## src/rtl/i2cws_pkg.sv

```systemverilog
// Shared types, constants and helpers for the I2C write frame serializer.
`timescale 1ns / 1ps
`default_nettype none

package i2cws_pkg;

  // Frame geometry.
  localparam int BYTES_PER_FRAME = 3;
  localparam int FRAME_W         = BYTES_PER_FRAME * 8;
  localparam int LATCH_W         = 24;
  localparam int PAD_W           = FRAME_W + LATCH_W;
  localparam int BYTE_IDX_W      = (BYTES_PER_FRAME > 1) ? $clog2(BYTES_PER_FRAME) : 1;

  // Configuration port.
  localparam int CFG_IDX_W  = 2;
  localparam int CFG_DATA_W = 8;

  localparam logic [7:0] ADDR_RESET     = 8'h78;
  localparam logic [7:0] CMD_CTL_RESET  = 8'h00;
  localparam logic [7:0] DATA_CTL_RESET = 8'h40;

  typedef enum logic [CFG_IDX_W-1:0] {
    CFG_ADDRESS  = 2'd0,
    CFG_COMMAND  = 2'd1,
    CFG_DATA_CTL = 2'd2
  } cfg_idx_t;

  // Item kinds.
  typedef enum logic {
    OP_TICK    = 1'b0,
    OP_REQUEST = 1'b1
  } op_t;

  // Segments of a frame; idle means no frame in flight.
  typedef enum logic [1:0] {
    SEG_IDLE  = 2'd0,
    SEG_START = 2'd1,
    SEG_BYTE  = 2'd2,
    SEG_STOP  = 2'd3
  } seg_t;

  // Write counter within a segment.
  localparam int CNT_W = 5;
  localparam logic [CNT_W-1:0] START_LAST = 5'd3;
  localparam logic [CNT_W-1:0] BIT_WRITES = 5'd24;
  localparam logic [CNT_W-1:0] ACK_HIGH   = 5'd24;
  localparam logic [CNT_W-1:0] ACK_LOW    = 5'd25;
  localparam logic [CNT_W-1:0] STOP_LAST  = 5'd2;

  // Phase of one data bit: drive SDA, raise SCL, drop SCL.
  localparam int PH_W = 2;
  localparam logic [PH_W-1:0] PH_DATA = 2'd0;
  localparam logic [PH_W-1:0] PH_HIGH = 2'd1;
  localparam logic [PH_W-1:0] PH_LOW  = 2'd2;

  // One queue entry: the classified item.
  typedef struct packed {
    op_t                op;
    logic [FRAME_W-1:0] frame;
  } entry_t;

  // Queue status seen by the front and back parts.
  typedef struct packed {
    logic full;
    logic empty;
  } q_status_t;

  // Frame bytes: address, control, payload, then zeros for any later byte.
  function automatic logic [FRAME_W-1:0] build_frame(input logic [7:0] addr,
                                                     input logic [7:0] ctl,
                                                     input logic [7:0] payload);
    logic [PAD_W-1:0] wide;
    wide = {addr, ctl, payload, {FRAME_W{1'b0}}};
    return wide[PAD_W-1 -: FRAME_W];
  endfunction

endpackage

`default_nettype wire

```

## src/rtl/i2cws_front.sv

```systemverilog
// Front part: configuration registers and classification of incoming items.
`timescale 1ns / 1ps
`default_nettype none

module i2cws_front (
  input  logic                          clk,
  input  logic                          rst_n,
  input  logic                          cfg_we,
  input  logic [i2cws_pkg::CFG_IDX_W-1:0]  cfg_index,
  input  logic [i2cws_pkg::CFG_DATA_W-1:0] cfg_wdata,
  input  logic                          in_valid,
  output logic                          in_stall,
  input  logic                          in_operation,
  input  logic                          in_is_data,
  input  logic [7:0]                    in_payload,
  input  i2cws_pkg::q_status_t          q_status,
  output logic                          push,
  output i2cws_pkg::entry_t             push_entry
);
  import i2cws_pkg::*;

  logic [7:0] addr_r;
  logic [7:0] cmd_ctl_r;
  logic [7:0] data_ctl_r;
  logic [7:0] ctl_sel;

  // Configuration writes; an unknown index is ignored.
  always_ff @(posedge clk) begin
    if (!rst_n) begin
      addr_r     <= ADDR_RESET;
      cmd_ctl_r  <= CMD_CTL_RESET;
      data_ctl_r <= DATA_CTL_RESET;
    end else if (cfg_we) begin
      case (cfg_idx_t'(cfg_index))
        CFG_ADDRESS:  addr_r     <= cfg_wdata;
        CFG_COMMAND:  cmd_ctl_r  <= cfg_wdata;
        CFG_DATA_CTL: data_ctl_r <= cfg_wdata;
        default: ;
      endcase
    end
  end

  // Accept whenever the queue has room.
  assign in_stall = q_status.full;
  assign push     = in_valid && !q_status.full;

  // Classify the item and assemble the frame a request would start.
  assign ctl_sel          = in_is_data ? data_ctl_r : cmd_ctl_r;
  assign push_entry.op    = op_t'(in_operation);
  assign push_entry.frame = build_frame(addr_r, ctl_sel, in_payload);

endmodule

`default_nettype wire

```

## src/rtl/i2cws_queue.sv

```systemverilog
// Two-entry queue between the front and back parts.
`timescale 1ns / 1ps
`default_nettype none

module i2cws_queue (
  input  logic                 clk,
  input  logic                 rst_n,
  input  logic                 push,
  input  i2cws_pkg::entry_t    push_entry,
  input  logic                 pop,
  output i2cws_pkg::entry_t    pop_entry,
  output i2cws_pkg::q_status_t q_status
);
  import i2cws_pkg::*;

  entry_t     mem_r [2];
  logic       wr_ptr_r;
  logic       rd_ptr_r;
  logic [1:0] count_r;
  logic [1:0] count_nxt;

  // Entry storage.
  always_ff @(posedge clk) begin
    if (push) begin
      mem_r[wr_ptr_r] <= push_entry;
    end
  end

  // Pointers and fill count.
  always_comb begin
    count_nxt = count_r;
    if (push && !pop) begin
      count_nxt = count_r + 2'd1;
    end else if (pop && !push) begin
      count_nxt = count_r - 2'd1;
    end
  end

  always_ff @(posedge clk) begin
    if (!rst_n) begin
      wr_ptr_r <= 1'b0;
      rd_ptr_r <= 1'b0;
      count_r  <= 2'd0;
    end else begin
      if (push) begin
        wr_ptr_r <= ~wr_ptr_r;
      end
      if (pop) begin
        rd_ptr_r <= ~rd_ptr_r;
      end
      count_r <= count_nxt;
    end
  end

  assign pop_entry      = mem_r[rd_ptr_r];
  assign q_status.full  = (count_r == 2'd2);
  assign q_status.empty = (count_r == 2'd0);

endmodule

`default_nettype wire

```

## src/rtl/i2cws_back.sv

```systemverilog
// Back part: frame sequencer, pin levels and the registered result.
`timescale 1ns / 1ps
`default_nettype none

module i2cws_back (
  input  logic                 clk,
  input  logic                 rst_n,
  input  i2cws_pkg::q_status_t q_status,
  input  i2cws_pkg::entry_t    pop_entry,
  output logic                 pop,
  output logic                 out_valid,
  input  logic                 out_stall,
  output logic                 out_scl,
  output logic                 out_sda,
  output logic                 out_busy_res,
  output logic                 out_frame_done,
  output logic                 out_rejected
);
  import i2cws_pkg::*;

  seg_t                  seg_r, seg_nxt;
  logic [CNT_W-1:0]      cnt_r, cnt_nxt;
  logic [PH_W-1:0]       ph_r, ph_nxt;
  logic [BYTE_IDX_W-1:0] byte_r, byte_nxt;
  logic [FRAME_W-1:0]    frame_r, frame_nxt;
  logic                  scl_r, scl_nxt;
  logic                  sda_r, sda_nxt;
  logic                  out_valid_r, out_valid_nxt;
  logic                  busy_out_r, done_out_r, rej_out_r;
  logic                  done_nxt, rej_nxt;
  logic                  is_req, is_tick, last_byte;

  // Take the next item when the result register is free or being drained.
  assign pop           = !q_status.empty && (!out_valid_r || !out_stall);
  assign out_valid_nxt = pop || (out_valid_r && out_stall);

  assign is_req    = (pop_entry.op == OP_REQUEST);
  assign is_tick   = (pop_entry.op == OP_TICK);
  assign last_byte = (byte_r == BYTE_IDX_W'(BYTES_PER_FRAME - 1));

  // Next segment.
  always_comb begin
    seg_nxt = seg_r;
    if (is_req) begin
      if (seg_r == SEG_IDLE) begin
        seg_nxt = SEG_START;
      end
    end else begin
      case (seg_r)
        SEG_START: if (cnt_r == START_LAST) seg_nxt = SEG_BYTE;
        SEG_BYTE:  if (cnt_r == ACK_LOW && last_byte) seg_nxt = SEG_STOP;
        SEG_STOP:  if (cnt_r == STOP_LAST) seg_nxt = SEG_IDLE;
        default:   seg_nxt = seg_r;
      endcase
    end
  end

  // Pin writes, counters and flags for the item being executed.
  always_comb begin
    cnt_nxt   = cnt_r;
    ph_nxt    = ph_r;
    byte_nxt  = byte_r;
    frame_nxt = frame_r;
    scl_nxt   = scl_r;
    sda_nxt   = sda_r;
    done_nxt  = 1'b0;
    rej_nxt   = 1'b0;
    if (is_req) begin
      if (seg_r == SEG_IDLE) begin
        frame_nxt = pop_entry.frame;
        cnt_nxt   = '0;
        ph_nxt    = PH_DATA;
        byte_nxt  = '0;
      end else begin
        rej_nxt = 1'b1;
      end
    end else if (is_tick) begin
      case (seg_r)
        SEG_START: begin
          case (cnt_r)
            5'd0:    sda_nxt = 1'b1;
            5'd1:    scl_nxt = 1'b1;
            5'd2:    sda_nxt = 1'b0;
            default: scl_nxt = 1'b0;
          endcase
          cnt_nxt = (cnt_r == START_LAST) ? '0 : cnt_r + CNT_W'(1);
        end
        SEG_BYTE: begin
          if (cnt_r >= BIT_WRITES) begin
            // Acknowledge clock; the acknowledge is not sampled.
            if (cnt_r == ACK_HIGH) begin
              scl_nxt = 1'b1;
              cnt_nxt = cnt_r + CNT_W'(1);
            end else begin
              scl_nxt = 1'b0;
              cnt_nxt = '0;
              ph_nxt  = PH_DATA;
              if (!last_byte) begin
                byte_nxt = byte_r + BYTE_IDX_W'(1);
              end
            end
          end else begin
            case (ph_r)
              PH_DATA: sda_nxt = frame_r[FRAME_W-1];
              PH_HIGH: scl_nxt = 1'b1;
              default: begin
                scl_nxt   = 1'b0;
                frame_nxt = {frame_r[FRAME_W-2:0], 1'b0};
              end
            endcase
            ph_nxt  = (ph_r == PH_LOW) ? PH_DATA : ph_r + PH_W'(1);
            cnt_nxt = cnt_r + CNT_W'(1);
          end
        end
        SEG_STOP: begin
          case (cnt_r)
            5'd0:    sda_nxt = 1'b0;
            5'd1:    scl_nxt = 1'b1;
            default: begin
              sda_nxt  = 1'b1;
              done_nxt = 1'b1;
            end
          endcase
          cnt_nxt = (cnt_r == STOP_LAST) ? '0 : cnt_r + CNT_W'(1);
        end
        default: ;
      endcase
    end
  end

  // Sequencer state and pins.
  always_ff @(posedge clk) begin
    if (!rst_n) begin
      seg_r       <= SEG_IDLE;
      cnt_r       <= '0;
      ph_r        <= PH_DATA;
      byte_r      <= '0;
      scl_r       <= 1'b1;
      sda_r       <= 1'b1;
      out_valid_r <= 1'b0;
    end else begin
      out_valid_r <= out_valid_nxt;
      if (pop) begin
        seg_r  <= seg_nxt;
        cnt_r  <= cnt_nxt;
        ph_r   <= ph_nxt;
        byte_r <= byte_nxt;
        scl_r  <= scl_nxt;
        sda_r  <= sda_nxt;
      end
    end
  end

  // Frame shifter and result flags carry no reset.
  always_ff @(posedge clk) begin
    if (pop) begin
      frame_r    <= frame_nxt;
      busy_out_r <= (seg_nxt != SEG_IDLE);
      done_out_r <= done_nxt;
      rej_out_r  <= rej_nxt;
    end
  end

  assign out_valid      = out_valid_r;
  assign out_scl        = scl_r;
  assign out_sda        = sda_r;
  assign out_busy_res   = busy_out_r;
  assign out_frame_done = done_out_r;
  assign out_rejected   = rej_out_r;

endmodule

`default_nettype wire

```

## src/rtl/i2c_write_frame_serializer.sv

```systemverilog
// Top level of the write-only I2C frame serializer.
//
//   Port group   Direction   Handshake        Carries
//   in_*         input       valid / stall    operation, is_data, payload
//   out_*        output      valid / stall    scl, sda, busy_res, frame_done, rejected
//   cfg_*        input       write enable     register index and 8-bit data
//
// The sequencer executes one item per cycle unless a stall on the result side holds it.
// An item's result passes through the queue and then the result register before it is taken.
// Reset is synchronous and active low; it leaves both pins high and the block idle.
// A stall on the result side fills the two-entry queue before in_stall rises.
`timescale 1ns / 1ps
`default_nettype none

module i2c_write_frame_serializer (
  input  logic                             clk,
  input  logic                             rst_n,
  input  logic                             cfg_we,
  input  logic [i2cws_pkg::CFG_IDX_W-1:0]  cfg_index,
  input  logic [i2cws_pkg::CFG_DATA_W-1:0] cfg_wdata,
  input  logic                             in_valid,
  output logic                             in_stall,
  input  logic                             in_operation,
  input  logic                             in_is_data,
  input  logic [7:0]                       in_payload,
  output logic                             out_valid,
  input  logic                             out_stall,
  output logic                             out_scl,
  output logic                             out_sda,
  output logic                             out_busy_res,
  output logic                             out_frame_done,
  output logic                             out_rejected
);
  import i2cws_pkg::*;

  q_status_t q_status;
  entry_t    push_entry;
  entry_t    pop_entry;
  logic      push;
  logic      pop;

  // Accept and classify.
  i2cws_front u_front (
    .clk        (clk),
    .rst_n      (rst_n),
    .cfg_we     (cfg_we),
    .cfg_index  (cfg_index),
    .cfg_wdata  (cfg_wdata),
    .in_valid   (in_valid),
    .in_stall   (in_stall),
    .in_operation (in_operation),
    .in_is_data (in_is_data),
    .in_payload (in_payload),
    .q_status   (q_status),
    .push       (push),
    .push_entry (push_entry)
  );

  // Decouple the two sides.
  i2cws_queue u_queue (
    .clk        (clk),
    .rst_n      (rst_n),
    .push       (push),
    .push_entry (push_entry),
    .pop        (pop),
    .pop_entry  (pop_entry),
    .q_status   (q_status)
  );

  // Execute and report.
  i2cws_back u_back (
    .clk            (clk),
    .rst_n          (rst_n),
    .q_status       (q_status),
    .pop_entry      (pop_entry),
    .pop            (pop),
    .out_valid      (out_valid),
    .out_stall      (out_stall),
    .out_scl        (out_scl),
    .out_sda        (out_sda),
    .out_busy_res   (out_busy_res),
    .out_frame_done (out_frame_done),
    .out_rejected   (out_rejected)
  );

endmodule

`default_nettype wire

```

## config.mk

```make
export PLATFORM = sky130hd
export DESIGN_NAME = i2c_write_frame_serializer
export DESIGN_NICKNAME = d
export VERILOG_FILES = /design/src/rtl/i2cws_pkg.sv /design/src/rtl/i2cws_front.sv /design/src/rtl/i2cws_queue.sv /design/src/rtl/i2cws_back.sv /design/src/rtl/i2c_write_frame_serializer.sv
export SDC_FILE = /design/constraint.sdc
export NUM_CORES = 1
export LEC_CHECK = 0
export ABC_CLOCK_PERIOD_IN_PS = 3350
export BUFFER_PORTS_ARGS = -buffer_cell sky130_fd_sc_hd__buf_2
export CAP_MARGIN = 20
export CORE_ASPECT_RATIO = 0.8
export CORE_UTILIZATION = 54
export DETAILED_ROUTE_END_ITERATION = 6
export PLACE_DENSITY_LB_ADDON = 0.3
export SETUP_SLACK_MARGIN = 0.1
export SLEW_MARGIN = 20
export SYNTH_ARGS = -nofsm -noshare
export SYNTH_HDL_FRONTEND = slang
export SYNTH_SLANG_ARGS = --single-unit
export TNS_END_PERCENT = 10
```

## constraint.sdc

```tcl
create_clock -name clk -period 3.35 [get_ports clk]
set_input_delay 0 -clock clk [delete_from_list [all_inputs] [get_ports clk]]
set_output_delay 0 -clock clk [all_outputs]
set_load 0.05 [all_outputs]
```

==> flow_summary.json <==
{
  "outcome": "finished clean",
  "viasPerCell": 5.564,
  "dr.pass1.iters": 7,
  "hold_violations": 0,
  "h-tree-depth": 4,
  "finalSetupTns_ns": 0,
  "p_per_area_nw_per_um2": 800.2,
  "fp.dieArea_um2": 9605,
  "initialDrtViolationCount": 361,
  "cts_resized": 0,
  "yosysTopAreaCell": "edfxtp_1",
  "syn-cell-area_um2": 4976,
  "regArea_um2": 3173,
  "crit_buf_inv": 1,
  "async_flop_share": 0,
  "route.detailed.drc": 0,
  "num_vias": 3244,
  "cp_cell_sequence": "inv_1 -> ha_1 -> nor2b_1 -> or4_1 -> or4_1 -> a31oi_1",
  "skew_ns": 0.006958,
  "max_freq_ghz": 0.4516,
  "yosys_register_bits": 120,
  "row_count": 30,
  "yosysWarnings": 0,
  "multi_input_comb_area_um2": 1693,
  "numClockSinks": 120,
  "max_stage_delay_ns": 0.58,
  "criticalPathCategory": "reg2reg",
  "grt_util_all_layers": 0.2235,
  "stdcell_area_um2": 6062,
  "layout_common_cells": "edfxtp_1, mux2i_1, dfxtp_1",
  "numPortBuffers": 31,
  "grt_pass1_wl_mm": 15.41,
  "critical_path_required_ns": 3.67,
  "path_delay_family": "simple AND/OR/NAND/NOR gates",
  "worst_r2r_startpoint": "u_back.cnt_r[0]",
  "placed_cell_area_um2": 5248,
  "fill_cells": 636,
  "p_total_uw": 4851,
  "drive_gt1_frac": 0.1805,
  "netlist.area_leader.share": 0.4647,
  "startpoint_type": "flip-flop",
  "cts.path.max_buffers": 2,
  "setup_viol": 0,
  "die_h_um": 87.86,
  "finalMaxSlewViolations": 0,
  "fin_nets": 489,
  "drt-met1-wl_mm": 4.722,
  "worst_path_max_delay_cell": "or4_1",
  "synth-edff-count": 77,
  "synth-main-ff-cell": "edfxtp_1",
  "grt_max_degree": 50,
  "syn_avg_cell_area_um2": 12.44,
  "cts_tree": "yes",
  "whs_ns": 0.1184,
  "hold_path_depth": 2,
  "tightest_slew_ns": 1.045,
  "antenna_found_initial": 0,
  "regToRegEndpoint": "u_back.byte_r[1]",
  "hp-class": "in2reg",
  "dr.max_layer_used": "met4",
  "syn-num-nets": 431,
  "clkSlewWorstSetupHoldPaths_ns": 0.05,
  "seq_area_frac_synth": 0.6377,
  "utilization": 0.6961,
  "synthToLayoutAreaGrowth_pct": 21.83,
  "ir_drop_mv": 0.5803,
  "slew_headroom": 0.3028,
  "r2r_slack_ns": 1.14,
  "core_area_um2": 8708,
  "place_congestion": 0.9805,
  "avgRoutedWirePerCell_um": 16.59,
  "die_x_um": 109.3,
  "first_global_vias": 3187,
  "clk_latency_ns": 0.41,
  "min_period_ns": 2.214,
  "met2_length_mm": 4.023,
  "dr_wl_met3_um": 828,
  "dp_hpwl_mm": 6.018,
  "start_util": 0.5714,
  "grt_overflow": 0,
  "r2r_cells": 6,
  "finalCritPeriodShare": 0.6610,
  "cts_root_buf": "clkbuf_16",
  "critical-path-top-cell-by-count": "or4_1",
  "diodes": 0,
  "syn_inst": 400,
  "wl_mm": 9.670,
  "rsz0062_at_grt": "false",
  "synth_cell_types": 47,
  "cts_buffers": 17,
  "hold_path.startpoint": "in_is_data",
  "cap_violations": 0,
  "cp_data_arrival_time_ns": 2.54,
  "crit_fanout": 5,
  "critPathCaptureType": "flip-flop",
  "final_common_cell": "edfxtp_1",
  "postRouteAntennaNets": 0,
  "leakagePower_uw": 0.002277,
  "hold_end": "u_queue.mem_r[0][11]",
  "synth_area_leaders": "edfxtp_1, dfxtp_1, mux2i_1, o21ai_0, nand2_1",
  "num_io_pins": 32
}
-- area by class of cell --
class	instances	share of cell area
tap	112	0.02312
multi-input combinational	250	0.2793
inverter	9	0.005573
timing repair buffer	60	0.07059
clock inverter	6	0.005160
sequential	120	0.5234
clock buffer	26	0.09288
-- sequential cells by signal, indices dropped and copies added (netlist names), named ones only --
name	count
u_back.byte_r	2
u_back.cnt_r	5
u_back.frame_r	24
u_back.out_busy_res	1
u_back.out_frame_done	1
u_back.out_rejected	1
u_back.out_scl	1
u_back.out_sda	1
u_back.out_valid	1
u_back.ph_r	2
u_back.seg_r	2
u_front.addr_r	8
u_front.cmd_ctl_r	8
u_front.data_ctl_r	8
u_queue.count_r	2
u_queue.mem_r	50
u_queue.rd_ptr_r	1
u_queue.wr_ptr_r	1
-- how the worst max path moves through the flow --
stage	from	slack (ns)	cells past startpoint	end
floorplan	flip-flop	0.12	5	u_back.frame_r[0]
global placement	flip-flop	1.21	5	u_back.frame_r[7]
detailed placement	flip-flop	1.15	5	u_back.frame_r[7]
CTS	flip-flop	1.14	5	u_back.frame_r[3]
global route	flip-flop	1.02	5	u_back.frame_r[8]
finish	u_back.cnt_r[0]	1.14	6	u_back.byte_r[1]
-- power breakdown --
group	total [uW]	leakage, uW	switching (uW)	internal [uW]
combinational	1060	0.000915	698	361
clock	1760	0.000302	608	1150
sequential	2030	0.00106	126	1910
-- cell usage after synthesis (3+ instances only) --
cell	instances
xor2_1	3
nand2b_1	4
xnor2_1	3
a31oi_1	5
ha_1	6
or4_1	3
nor2_1	35
a21oi_1	8
nand3b_1	3
edfxtp_1	77
inv_1	8
clkbuf_1	15
o31ai_1	3
mux2_2	10
nand3_1	7
a211oi_1	6
o21ai_0	35
nand2_1	38
mux2i_1	50
dfxtp_1	43
buf_2	4
nand4_1	3
-- layer usage --
layer,track usage,vias to the layer above
li1,-,1589
met4,0.05576,0
met2,0.3139,141
met5,0,-
met3,0.1168,17
met1,0.3055,1497
-- worst reg2reg max path: cells and delay by family, from the launching register on --
kind | cells | cell delay, ns
buf+inv | 1 | 0.10
flops | 1 | 0.40
simple gates | 3 | 1.22
compound gates | 1 | 0.17
fa+ha+maj | 1 | 0.24
-- logic make-up after synthesis --
logic type	share of synthesized area
compound gates	0.08549
buf+inv	0.02364
flops	0.6377
fa+ha+maj	0.01509
mux	0.1277
xor+xnor	0.01056
simple gates	0.09983
-- what timing repair did --
| item | CTS | global route |
|---|---|---|
| hold buffers | 22 | 0 |
| hold endpoints to repair | 47 | 0 |
| buffers inserted | 0 | 0 |
-- stage by stage --
stage	setup slack [ns]	cells
3_3_place_gp	1.208	529
4_1_cts	1.139	583
3_5_place_dp	1.151	529
2_1_floorplan	0.1214	400
6_report	1.136	583
5_1_grt	1.022	583
Power figures use the tool's default switching activity.
